File: src/tes_pkg.sv
// ----------------------------------------------------------------------------
// tes_pkg
// Types, verdict codes, UTF-8 limits and letter tables of the sniffer.
// ----------------------------------------------------------------------------
package tes_pkg;

  // Width of the score fields on the result port
  localparam int unsigned OUT_SCORE_W = 24;

  typedef logic [2:0] verdict_t;

  localparam verdict_t VERDICT_UTF8     = 3'd0;
  localparam verdict_t VERDICT_UTF8_BOM = 3'd1;
  localparam verdict_t VERDICT_CP1250   = 3'd2;
  localparam verdict_t VERDICT_LATIN2   = 3'd3;
  localparam verdict_t VERDICT_UTF16LE  = 3'd4;
  localparam verdict_t VERDICT_UTF16BE  = 3'd5;

  // Byte-order mark bytes
  localparam logic [7:0] BOM_EF = 8'hEF;
  localparam logic [7:0] BOM_BB = 8'hBB;
  localparam logic [7:0] BOM_BF = 8'hBF;
  localparam logic [7:0] BOM_FF = 8'hFF;
  localparam logic [7:0] BOM_FE = 8'hFE;

  // UTF-8 code point limits
  localparam logic [20:0] CP_MIN_2B   = 21'h000080;
  localparam logic [20:0] CP_MIN_3B   = 21'h000800;
  localparam logic [20:0] CP_MIN_4B   = 21'h010000;
  localparam logic [20:0] CP_MAX      = 21'h10FFFF;
  localparam logic [20:0] SURR_FIRST  = 21'h00D800;
  localparam logic [20:0] SURR_LAST   = 21'h00DFFF;

  // Open sequence length codes (continuation bytes expected)
  localparam logic [1:0] SEQ_2B = 2'd1;
  localparam logic [1:0] SEQ_3B = 2'd2;
  localparam logic [1:0] SEQ_4B = 2'd3;

  // Control of one byte transaction into the validator
  typedef struct packed {
    logic take;
    logic last;
  } byte_ctl_t;

  // Letter flags for bytes 0x80..0xFF, eight bytes per row, bit i = row base + i
  localparam logic [7:0] CP1250_ROWS [16] = '{
    8'h00, 8'h64, 8'h00, 8'hF4, 8'h00, 8'h00, 8'h08, 8'hC2,
    8'h02, 8'h01, 8'h00, 8'h00, 8'h62, 8'hB7, 8'h1C, 8'h27
  };
  localparam logic [7:0] LATIN2_ROWS [16] = '{
    8'h00, 8'h00, 8'h00, 8'h00, 8'h00, 8'h4A, 8'h6A, 8'hDA,
    8'h02, 8'h01, 8'h00, 8'h00, 8'h62, 8'hB7, 8'h1C, 8'h27
  };

  function automatic logic cp1250_letter(input logic [7:0] b);
    cp1250_letter = b[7] & CP1250_ROWS[b[6:3]][b[2:0]];
  endfunction

  function automatic logic latin2_letter(input logic [7:0] b);
    latin2_letter = b[7] & LATIN2_ROWS[b[6:3]][b[2:0]];
  endfunction

endpackage

File: src/tes_utf8.sv
// ----------------------------------------------------------------------------
// tes_utf8
// UTF-8 validator: tracks the open sequence and a sticky failure flag.
// ----------------------------------------------------------------------------
module tes_utf8 (
  input  logic              clk,
  input  logic              rst_n,
  input  logic [7:0]        data,
  input  tes_pkg::byte_ctl_t ctl,
  output logic              failed
);
  import tes_pkg::*;

  logic [1:0]  cont_r, cont_nxt;
  logic [1:0]  len_r, len_nxt;
  logic [20:0] acc_r, acc_nxt;
  logic        bad_r, bad_nxt;
  logic        fail_r, fail_nxt;

  // Decode lead byte or fold in a continuation byte, check on completion
  always_comb begin
    cont_nxt = cont_r;
    len_nxt  = len_r;
    acc_nxt  = acc_r;
    bad_nxt  = bad_r;
    fail_nxt = fail_r;
    if (!fail_r) begin
      if (cont_r == 2'd0) begin
        bad_nxt = 1'b0;
        if (!data[7]) begin
          fail_nxt = fail_r;
        end else if (data[7:5] == 3'b110) begin
          cont_nxt = SEQ_2B;
          len_nxt  = SEQ_2B;
          acc_nxt  = {16'd0, data[4:0]};
        end else if (data[7:4] == 4'b1110) begin
          cont_nxt = SEQ_3B;
          len_nxt  = SEQ_3B;
          acc_nxt  = {17'd0, data[3:0]};
        end else if (data[7:3] == 5'b11110) begin
          cont_nxt = SEQ_4B;
          len_nxt  = SEQ_4B;
          acc_nxt  = {18'd0, data[2:0]};
        end else begin
          fail_nxt = 1'b1;
        end
      end else begin
        if (data[7:6] != 2'b10) begin
          bad_nxt = 1'b1;
        end
        acc_nxt  = {acc_r[14:0], data[5:0]};
        cont_nxt = cont_r - 2'd1;
        if (cont_nxt == 2'd0) begin
          if (bad_nxt) fail_nxt = 1'b1;
          if (len_r == SEQ_2B && acc_nxt < CP_MIN_2B) fail_nxt = 1'b1;
          if (len_r == SEQ_3B && acc_nxt < CP_MIN_3B) fail_nxt = 1'b1;
          if (len_r == SEQ_4B && acc_nxt < CP_MIN_4B) fail_nxt = 1'b1;
          if (acc_nxt > CP_MAX) fail_nxt = 1'b1;
          if (acc_nxt >= SURR_FIRST && acc_nxt <= SURR_LAST) fail_nxt = 1'b1;
        end
      end
    end
  end

  assign failed = fail_nxt;

  // Advance on each byte, clear at the end of a sample
  always_ff @(posedge clk) begin
    if (!rst_n || (ctl.take && ctl.last)) begin
      cont_r <= 2'd0;
      len_r  <= 2'd0;
      acc_r  <= 21'd0;
      bad_r  <= 1'b0;
      fail_r <= 1'b0;
    end else if (ctl.take) begin
      cont_r <= cont_nxt;
      len_r  <= len_nxt;
      acc_r  <= acc_nxt;
      bad_r  <= bad_nxt;
      fail_r <= fail_nxt;
    end
  end

endmodule

File: src/text_encoding_sniffer.sv
// ----------------------------------------------------------------------------
// text_encoding_sniffer
// Guesses the encoding of a byte stream sample: BOM, UTF-8, cp1250, Latin-2.
// ----------------------------------------------------------------------------
// Throughput: one byte per cycle, except while a stalled result holds a last byte in the input register.
// The verdict passes from the input register to the result register after the last byte is accepted.
// A stalled result blocks only a last byte, which waits in the input register and stalls the input.
// Reset (synchronous, active low) empties both registers and starts a new sample.
// Each sample's state clears itself when its last byte is processed.
module text_encoding_sniffer #(
  parameter int unsigned SCORE_BITS = 24
) (
  input  logic                clk,
  input  logic                rst_n,
  input  logic                in_valid,
  output logic                in_stall,
  input  logic [7:0]          in_sample_byte,
  input  logic                in_is_last,
  output logic                out_valid,
  input  logic                out_stall,
  output tes_pkg::verdict_t   out_verdict,
  output logic [23:0]         out_score_cp1250,
  output logic [23:0]         out_score_latin2
);
  import tes_pkg::*;

  localparam logic [SCORE_BITS-1:0] SCORE_TOP = {SCORE_BITS{1'b1}};

  logic                  s1_valid_r;
  logic [7:0]            s1_byte_r;
  logic                  s1_last_r;
  logic                  s1_go;
  logic                  s1_free;

  logic [1:0]            seen_r, seen_nxt;
  logic [7:0]            head0_r, head1_r, head2_r;
  logic [7:0]            head0_nxt, head1_nxt, head2_nxt;
  logic [SCORE_BITS-1:0] cp_cnt_r, cp_cnt_nxt;
  logic [SCORE_BITS-1:0] l2_cnt_r, l2_cnt_nxt;

  byte_ctl_t             ctl;
  logic                  utf8_fail;
  verdict_t              verdict;

  logic                  out_valid_r;
  verdict_t              out_verdict_r;
  logic [23:0]           out_cp_r;
  logic [23:0]           out_l2_r;

  // Process the held byte unless it ends a sample and the result is blocked
  assign s1_go    = s1_valid_r && (!s1_last_r || !out_valid_r || !out_stall);
  assign s1_free  = !s1_valid_r || s1_go;
  assign in_stall = !s1_free;

  // Input register
  always_ff @(posedge clk) begin
    if (!rst_n) begin
      s1_valid_r <= 1'b0;
    end else if (s1_free) begin
      s1_valid_r <= in_valid;
    end
  end

  always_ff @(posedge clk) begin
    if (s1_free && in_valid) begin
      s1_byte_r <= in_sample_byte;
      s1_last_r <= in_is_last;
    end
  end

  assign ctl.take = s1_go;
  assign ctl.last = s1_last_r;

  tes_utf8 u_utf8 (
    .clk    (clk),
    .rst_n  (rst_n),
    .data   (s1_byte_r),
    .ctl    (ctl),
    .failed (utf8_fail)
  );

  // Capture the first three bytes of the sample
  always_comb begin
    head0_nxt = head0_r;
    head1_nxt = head1_r;
    head2_nxt = head2_r;
    seen_nxt  = seen_r;
    if (seen_r != 2'd3) begin
      seen_nxt = seen_r + 2'd1;
      if (seen_r == 2'd0) head0_nxt = s1_byte_r;
      if (seen_r == 2'd1) head1_nxt = s1_byte_r;
      if (seen_r == 2'd2) head2_nxt = s1_byte_r;
    end
  end

  // Bump the saturating letter scores
  always_comb begin
    cp_cnt_nxt = cp_cnt_r;
    l2_cnt_nxt = l2_cnt_r;
    if (cp1250_letter(s1_byte_r) && cp_cnt_r != SCORE_TOP) begin
      cp_cnt_nxt = cp_cnt_r + SCORE_BITS'(1);
    end
    if (latin2_letter(s1_byte_r) && l2_cnt_r != SCORE_TOP) begin
      l2_cnt_nxt = l2_cnt_r + SCORE_BITS'(1);
    end
  end

  // Pick the verdict: marks first, then UTF-8, then the score contest
  always_comb begin
    if (seen_nxt == 2'd3 && head0_nxt == BOM_EF && head1_nxt == BOM_BB &&
        head2_nxt == BOM_BF) begin
      verdict = VERDICT_UTF8_BOM;
    end else if (seen_nxt >= 2'd2 && head0_nxt == BOM_FF && head1_nxt == BOM_FE) begin
      verdict = VERDICT_UTF16LE;
    end else if (seen_nxt >= 2'd2 && head0_nxt == BOM_FE && head1_nxt == BOM_FF) begin
      verdict = VERDICT_UTF16BE;
    end else if (!utf8_fail) begin
      verdict = VERDICT_UTF8;
    end else if (l2_cnt_nxt > cp_cnt_nxt) begin
      verdict = VERDICT_LATIN2;
    end else begin
      verdict = VERDICT_CP1250;
    end
  end

  // Sample state: advance per byte, clear after the last one
  always_ff @(posedge clk) begin
    if (!rst_n || (s1_go && s1_last_r)) begin
      seen_r   <= 2'd0;
      head0_r  <= 8'd0;
      head1_r  <= 8'd0;
      head2_r  <= 8'd0;
      cp_cnt_r <= '0;
      l2_cnt_r <= '0;
    end else if (s1_go) begin
      seen_r   <= seen_nxt;
      head0_r  <= head0_nxt;
      head1_r  <= head1_nxt;
      head2_r  <= head2_nxt;
      cp_cnt_r <= cp_cnt_nxt;
      l2_cnt_r <= l2_cnt_nxt;
    end
  end

  // Result register: load on a last byte, drop when taken
  always_ff @(posedge clk) begin
    if (!rst_n) begin
      out_valid_r <= 1'b0;
    end else if (s1_go && s1_last_r) begin
      out_valid_r <= 1'b1;
    end else if (!out_stall) begin
      out_valid_r <= 1'b0;
    end
  end

  always_ff @(posedge clk) begin
    if (s1_go && s1_last_r) begin
      out_verdict_r <= verdict;
      out_cp_r      <= OUT_SCORE_W'(cp_cnt_nxt);
      out_l2_r      <= OUT_SCORE_W'(l2_cnt_nxt);
    end
  end

  assign out_valid        = out_valid_r;
  assign out_verdict      = out_verdict_r;
  assign out_score_cp1250 = out_cp_r;
  assign out_score_latin2 = out_l2_r;

endmodule

File: config.mk
export PLATFORM = sky130hd
export DESIGN_NAME = text_encoding_sniffer
export DESIGN_NICKNAME = d
export VERILOG_FILES = /design/src/tes_pkg.sv /design/src/tes_utf8.sv /design/src/text_encoding_sniffer.sv
export SDC_FILE = /design/constraint.sdc
export NUM_CORES = 1
export LEC_CHECK = 0
export ABC_AREA = 1
export BUFFER_PORTS_ARGS = -buffer_cell sky130_fd_sc_hd__buf_4
export CORE_MARGIN = 3
export CORE_UTILIZATION = 35
export CTS_BUF_LIST = sky130_fd_sc_hd__clkbuf_4
export CTS_CLUSTER_DIAMETER = 40
export CTS_CLUSTER_SIZE = 25
export DETAILED_ROUTE_END_ITERATION = 7
export SLEW_MARGIN = 20
export SYNTH_ARGS = -nofsm -noshare
export SYNTH_HDL_FRONTEND = slang
export SYNTH_SLANG_ARGS = --single-unit
File: constraint.sdc
create_clock -name clk -period 4.6 [get_ports clk]
set_clock_uncertainty 0.2 [all_clocks]
set_input_delay 0 -clock clk [delete_from_list [all_inputs] [get_ports clk]]
set_output_delay 0 -clock clk [all_outputs]
set_load 0.02 [all_outputs]
==> flow_summary.html <==
<table>
<tr><th>Metric</th><th>Value</th></tr>
<tr><th colspan="2">GRT</th></tr>
<tr><td>Overall fraction of global-route tracks in use</td><td>17.9%</td></tr>
<tr><td>Wire length of the first global-routing pass</td><td>slightly above 40 mm</td></tr>
<tr><td>Number of antenna violations at the first check in global routing</td><td>1</td></tr>
<tr><td>Via count of the first global-routing pass</td><td>7983</td></tr>
<tr><td>Largest net degree at the start of global routing</td><td>roughly 110</td></tr>
<tr><td>Leftover overflow at the end of global routing</td><td>0</td></tr>
<tr><th colspan="2">Floorplanning</th></tr>
<tr><td># rows</td><td>between 50 and 60</td></tr>
<tr><td>Horizontal die dimension</td><td>~170 um</td></tr>
<tr><td>Die height</td><td>between 150 and 200 um</td></tr>
<tr><td>Core Box Area</td><td>approximately 26000 um2</td></tr>
<tr><td>Starting density of the core</td><td>36.1%</td></tr>
<tr><td># IOs</td><td>66</td></tr>
<tr><td>Area of the die</td><td>28300 um2</td></tr>
<tr><th colspan="2">Route</th></tr>
<tr><td>Mean number of vias per cell</td><td>about 4.9</td></tr>
<tr><td>Initial DRC count</td><td>661</td></tr>
<tr><td>Detailed-route via count</td><td>8510</td></tr>
<tr><td>Remaining antenna violation count after routing</td><td>0</td></tr>
<tr><td>Average wire per cell in the routed design</td><td>around 15 um</td></tr>
<tr><td>Residual DRC count</td><td>0</td></tr>
<tr><td>Detailed-router iteration count before antenna repair</td><td>5</td></tr>
<tr><td>Total Wirelength</td><td>between 20 and 30 mm</td></tr>
<tr><th colspan="2">Timing</th></tr>
<tr><td>Worst hold margin</td><td>about 54 ps</td></tr>
<tr><td>Setup repair after global routing missed its margin</td><td>no</td></tr>
<tr><td>Final hold violations</td><td>0</td></tr>
<tr><td>Total Negative Setup Slacks</td><td>0 ps</td></tr>
<tr><td>Highest Clock Rate</td><td>about 240 MHz</td></tr>
<tr><td>Final max-slew violation count</td><td>0</td></tr>
<tr><td>Portion of the clock cycle consumed by the worst path in the final layout</td><td>89.3%</td></tr>
<tr><td>Number of setup violations in the final report</td><td>0</td></tr>
<tr><td>Worst-case headroom to the max-slew limit</td><td>24.9%</td></tr>
<tr><td>Final setup margin</td><td>between 400 and 500 ps</td></tr>
<tr><td>Post-layout min period</td><td>4110 ps</td></tr>
<tr><td>Worst slew pin tran</td><td>around 1100 ps</td></tr>
<tr><th colspan="2">Clock network</th></tr>
<tr><td>Cts-stage hold buffer count</td><td>22</td></tr>
<tr><td>Clock tree from TritonCTS</td><td>yes</td></tr>
<tr><td>H-tree levels</td><td>4</td></tr>
<tr><td>Clock input transition at the sequential cells of the worst setup and hold paths</td><td>140 ps</td></tr>
<tr><td>Number of gates resized after cts</td><td>0</td></tr>
<tr><td>CTS max path bufs</td><td>2</td></tr>
<tr><td>Count of clock tree sinks</td><td>between 150 and 200</td></tr>
<tr><td>Clock root buffer master</td><td>sky130_fd_sc_hd__clkbuf_4</td></tr>
<tr><td>Post-CTS Repair Setup Buffers</td><td>0</td></tr>
<tr><td>Clock latency at the later pin of the worst-skew pair</td><td>approximately 580 ps</td></tr>
<tr><td>Clock buffers created by TritonCTS</td><td>17</td></tr>
<tr><th colspan="2">Status</th></tr>
<tr><td>Status</td><td>completed</td></tr>
<tr><th colspan="2">Finish</th></tr>
<tr><td>Non-filler cells, final</td><td>roughly 1700</td></tr>
<tr><td>Commonest non-fill, non-tap cell in the layout</td><td>sky130_fd_sc_hd__nand2_1</td></tr>
<tr><td>Number of nets in the layout</td><td>approximately 1400</td></tr>
<tr><td>Final cell utilization of the core</td><td>40.8%</td></tr>
<tr><td>Area growth, synth to finish</td><td>13.2%</td></tr>
<tr><td>Fraction of final layout cells sized beyond drive strength 1</td><td>10.3%</td></tr>
<tr><td>Most frequent cells in the layout</td><td>sky130_fd_sc_hd__nand2_1 (395), sky130_fd_sc_hd__inv_1 (162), sky130_fd_sc_hd__nor2_1 (113)</td></tr>
<tr><th colspan="2">Setup path</th></tr>
<tr><td>Category of the worst setup path launch point</td><td>flop</td></tr>
<tr><td>Kind of end point of the critical path</td><td>flop</td></tr>
<tr><td>Worst path arrival time</td><td>~4400 ps</td></tr>
<tr><td>CP Data Required Time</td><td>around 4900 ps</td></tr>
<tr><td>Path type of the worst setup path</td><td>flop to flop</td></tr>
<tr><td>Critical path peak fanout</td><td>24</td></tr>
<tr><th colspan="2">Synth</th></tr>
<tr><td>Per-instance average area after synthesis</td><td>just over 7 um2</td></tr>
<tr><td>Predominant post-synthesis flop cell</td><td>sky130_fd_sc_hd__dfxtp_1</td></tr>
<tr><td>Biggest area consumer among synthesized cells</td><td>sky130_fd_sc_hd__dfxtp_1</td></tr>
<tr><td>Netlist cell types</td><td>39</td></tr>
<tr><td>Portion of synthesized cell area occupied by the leading cell type</td><td>between 20% and 30%</td></tr>
<tr><td>Fraction of the yosys area taken by sequential cells</td><td>40.7%</td></tr>
<tr><td>Cell area after synthesis</td><td>around 9200 um2</td></tr>
<tr><td>Syn_nets</td><td>1350</td></tr>
<tr><td>Yosys reg bits</td><td>about 160</td></tr>
<tr><td>Number of warnings reported in the yosys synthesis log</td><td>0</td></tr>
<tr><td>Dominant cells by area after synthesis</td><td>sky130_fd_sc_hd__dfxtp_1 (21%), sky130_fd_sc_hd__edfxtp_1 (20%), sky130_fd_sc_hd__nand2_1 (16%)</td></tr>
<tr><td>FFs w/ async S/R, synth</td><td>0%</td></tr>
<tr><td>Count of flip-flops with a built-in enable after synthesis</td><td>60</td></tr>
<tr><td>Synthesized netlist cell count</td><td>between 1000 and 1500</td></tr>
<tr><th colspan="2">Power</th></tr>
<tr><td>Leak</td><td>approximately 0.0046 uW</td></tr>
<tr><td>Maximum vdd drop</td><td>about 0.16 mV</td></tr>
<tr><td>Pwr/cell area</td><td>285 nW/um2</td></tr>
<tr><th colspan="2">Placed design</th></tr>
<tr><td>Pre-CTS setup slack</td><td>between 500 and 600 ps</td></tr>
<tr><td>RePlAce Congestion</td><td>about 0.87</td></tr>
<tr><td>Port Buf Inserts</td><td>65</td></tr>
<tr><td>Cell Count Post-Placement</td><td>1665</td></tr>
<tr><td>HPWL reported at the end of detailed placement</td><td>between 15 and 20 mm</td></tr>
<tr><th colspan="2">Flow run</th></tr>
<tr><td>Max-capacitance violation count</td><td>0</td></tr>
<tr><th colspan="2">Hold path</th></tr>
<tr><td>Kind of path behind the tightest hold check</td><td>primary input to flop</td></tr>
</table>
-- critical path, stage by stage (launching register included) --
cell                       delay [ps]
sky130_fd_sc_hd__edfxtp_1         550
sky130_fd_sc_hd__inv_1            210
sky130_fd_sc_hd__ha_1             280
sky130_fd_sc_hd__a21oi_1          200
sky130_fd_sc_hd__nor2_1            60
sky130_fd_sc_hd__a21oi_1          160
sky130_fd_sc_hd__nand2_1          140
sky130_fd_sc_hd__nand2_1          110
sky130_fd_sc_hd__inv_2            110
sky130_fd_sc_hd__nand2_4          250
sky130_fd_sc_hd__nand2_1          110
sky130_fd_sc_hd__nand2_1          150
sky130_fd_sc_hd__inv_1             70
sky130_fd_sc_hd__ha_1             300
sky130_fd_sc_hd__nand4_1          150
sky130_fd_sc_hd__nor2_1           260
sky130_fd_sc_hd__nand2_1           90
sky130_fd_sc_hd__a21oi_1          140
sky130_fd_sc_hd__nor2_1            60
sky130_fd_sc_hd__nor2_1           150
sky130_fd_sc_hd__nand2_1           70
sky130_fd_sc_hd__nand2_1           60
sky130_fd_sc_hd__nand2_1           50
sky130_fd_sc_hd__nand2_1           50
-- final cells by class --
cell class / instances / area, um2
fillers: 2735 / 15100
well taps: 330 / 413
clock buffers: 19 / 143
inverters: 171 / 642
flip-flops and latches: 157 / 3740
clock inverters: 13 / 118
multi-input cells: 928 / 4550
repair buffers: 101 / 813
diodes: 2 / 5.00
-- sequential cells by signal, indices dropped and copies added (netlist names) --
register / flops
cp_cnt_r: 24
l2_cnt_r: 24
out_score_cp1250: 24
out_score_latin2: 24
u_utf8.acc_r: 15
head0_r: 8
head1_r: 8
head2_r: 8
s1_byte_r: 8
out_verdict: 3
seen_r: 2
u_utf8.cont_r: 2
u_utf8.len_r: 2
out_valid: 1
s1_last_r: 1
s1_valid_r: 1
u_utf8.bad_r: 1
u_utf8.fail_r: 1
-- final timing paths --
kind / startpoint / end / slack, ps / cells past startpoint
max: s1_byte_r[3] / out_verdict[0] / 490 / 23
min reg2reg: head1_r[1] / head1_r[1] / 270 / 2
max reg2reg: s1_byte_r[3] / out_verdict[0] / 490 / 23
min: rst_n / out_valid / 50 / 4
-- per-layer routing --
layer	GRT usage (%)	wire length, um	up-vias
li1	-	-	4360
met1	24.3	12000	3896
met2	29.2	11400	215
met3	3.33	1280	39
met4	4.87	521	0
met5	0	0	-
-- cells by family after synthesis --
group | after synthesis | share of synthesized area, %
fa+ha+maj | 32 | 4.35
buf+inv | 220 | 10.0
compound gates | 182 | 10.4
flops | 157 | 40.7
simple gates | 682 | 31.5
xor+xnor | 32 | 3.04
-- synthesized netlist by cell type, types with 2 or more instances --
master	count
sky130_fd_sc_hd__buf_4	9
sky130_fd_sc_hd__nand2_1	396
sky130_fd_sc_hd__o21bai_1	3
sky130_fd_sc_hd__buf_1	5
sky130_fd_sc_hd__nor3_1	18
sky130_fd_sc_hd__nand4_1	36
sky130_fd_sc_hd__inv_1	163
sky130_fd_sc_hd__nand3_1	90
sky130_fd_sc_hd__buf_2	13
sky130_fd_sc_hd__o211ai_1	2
sky130_fd_sc_hd__o21ai_1	4
sky130_fd_sc_hd__nor4_1	2
sky130_fd_sc_hd__inv_2	8
sky130_fd_sc_hd__a21oi_2	3
sky130_fd_sc_hd__nand3b_1	6
sky130_fd_sc_hd__nand3_2	2
sky130_fd_sc_hd__or2_2	2
sky130_fd_sc_hd__nand2_2	9
sky130_fd_sc_hd__edfxtp_1	60
sky130_fd_sc_hd__nor2_4	3
sky130_fd_sc_hd__nor2_1	113
sky130_fd_sc_hd__ha_1	32
sky130_fd_sc_hd__clkbuf_1	16
sky130_fd_sc_hd__buf_6	6
sky130_fd_sc_hd__dfxtp_1	97
sky130_fd_sc_hd__o21ai_0	62
sky130_fd_sc_hd__o21a_1	3
sky130_fd_sc_hd__a21oi_1	101
sky130_fd_sc_hd__xor2_1	31
-- through the flow --
| stage | area (um2) | total power, uW |
|---|---|---|
| floorplan | 9210 | 2000 |
| global placement | 9940 | 2160 |
| detailed placement | 9940 | 2160 |
| CTS | 10400 | 3000 |
| global route | 10400 | 3140 |
| finish | 10400 | 2970 |
-- power breakdown --
part	total (uW)	switching (uW)	internal, uW	leakage (uW)
Sequential	1570	59.2	1510	0.00136
Combinational	579	382	197	0.00309
Clock	819	535	284	0.000148
Total	2970	976	1990	0.00460
No activity file was read; power rests on OpenSTA's default activity.
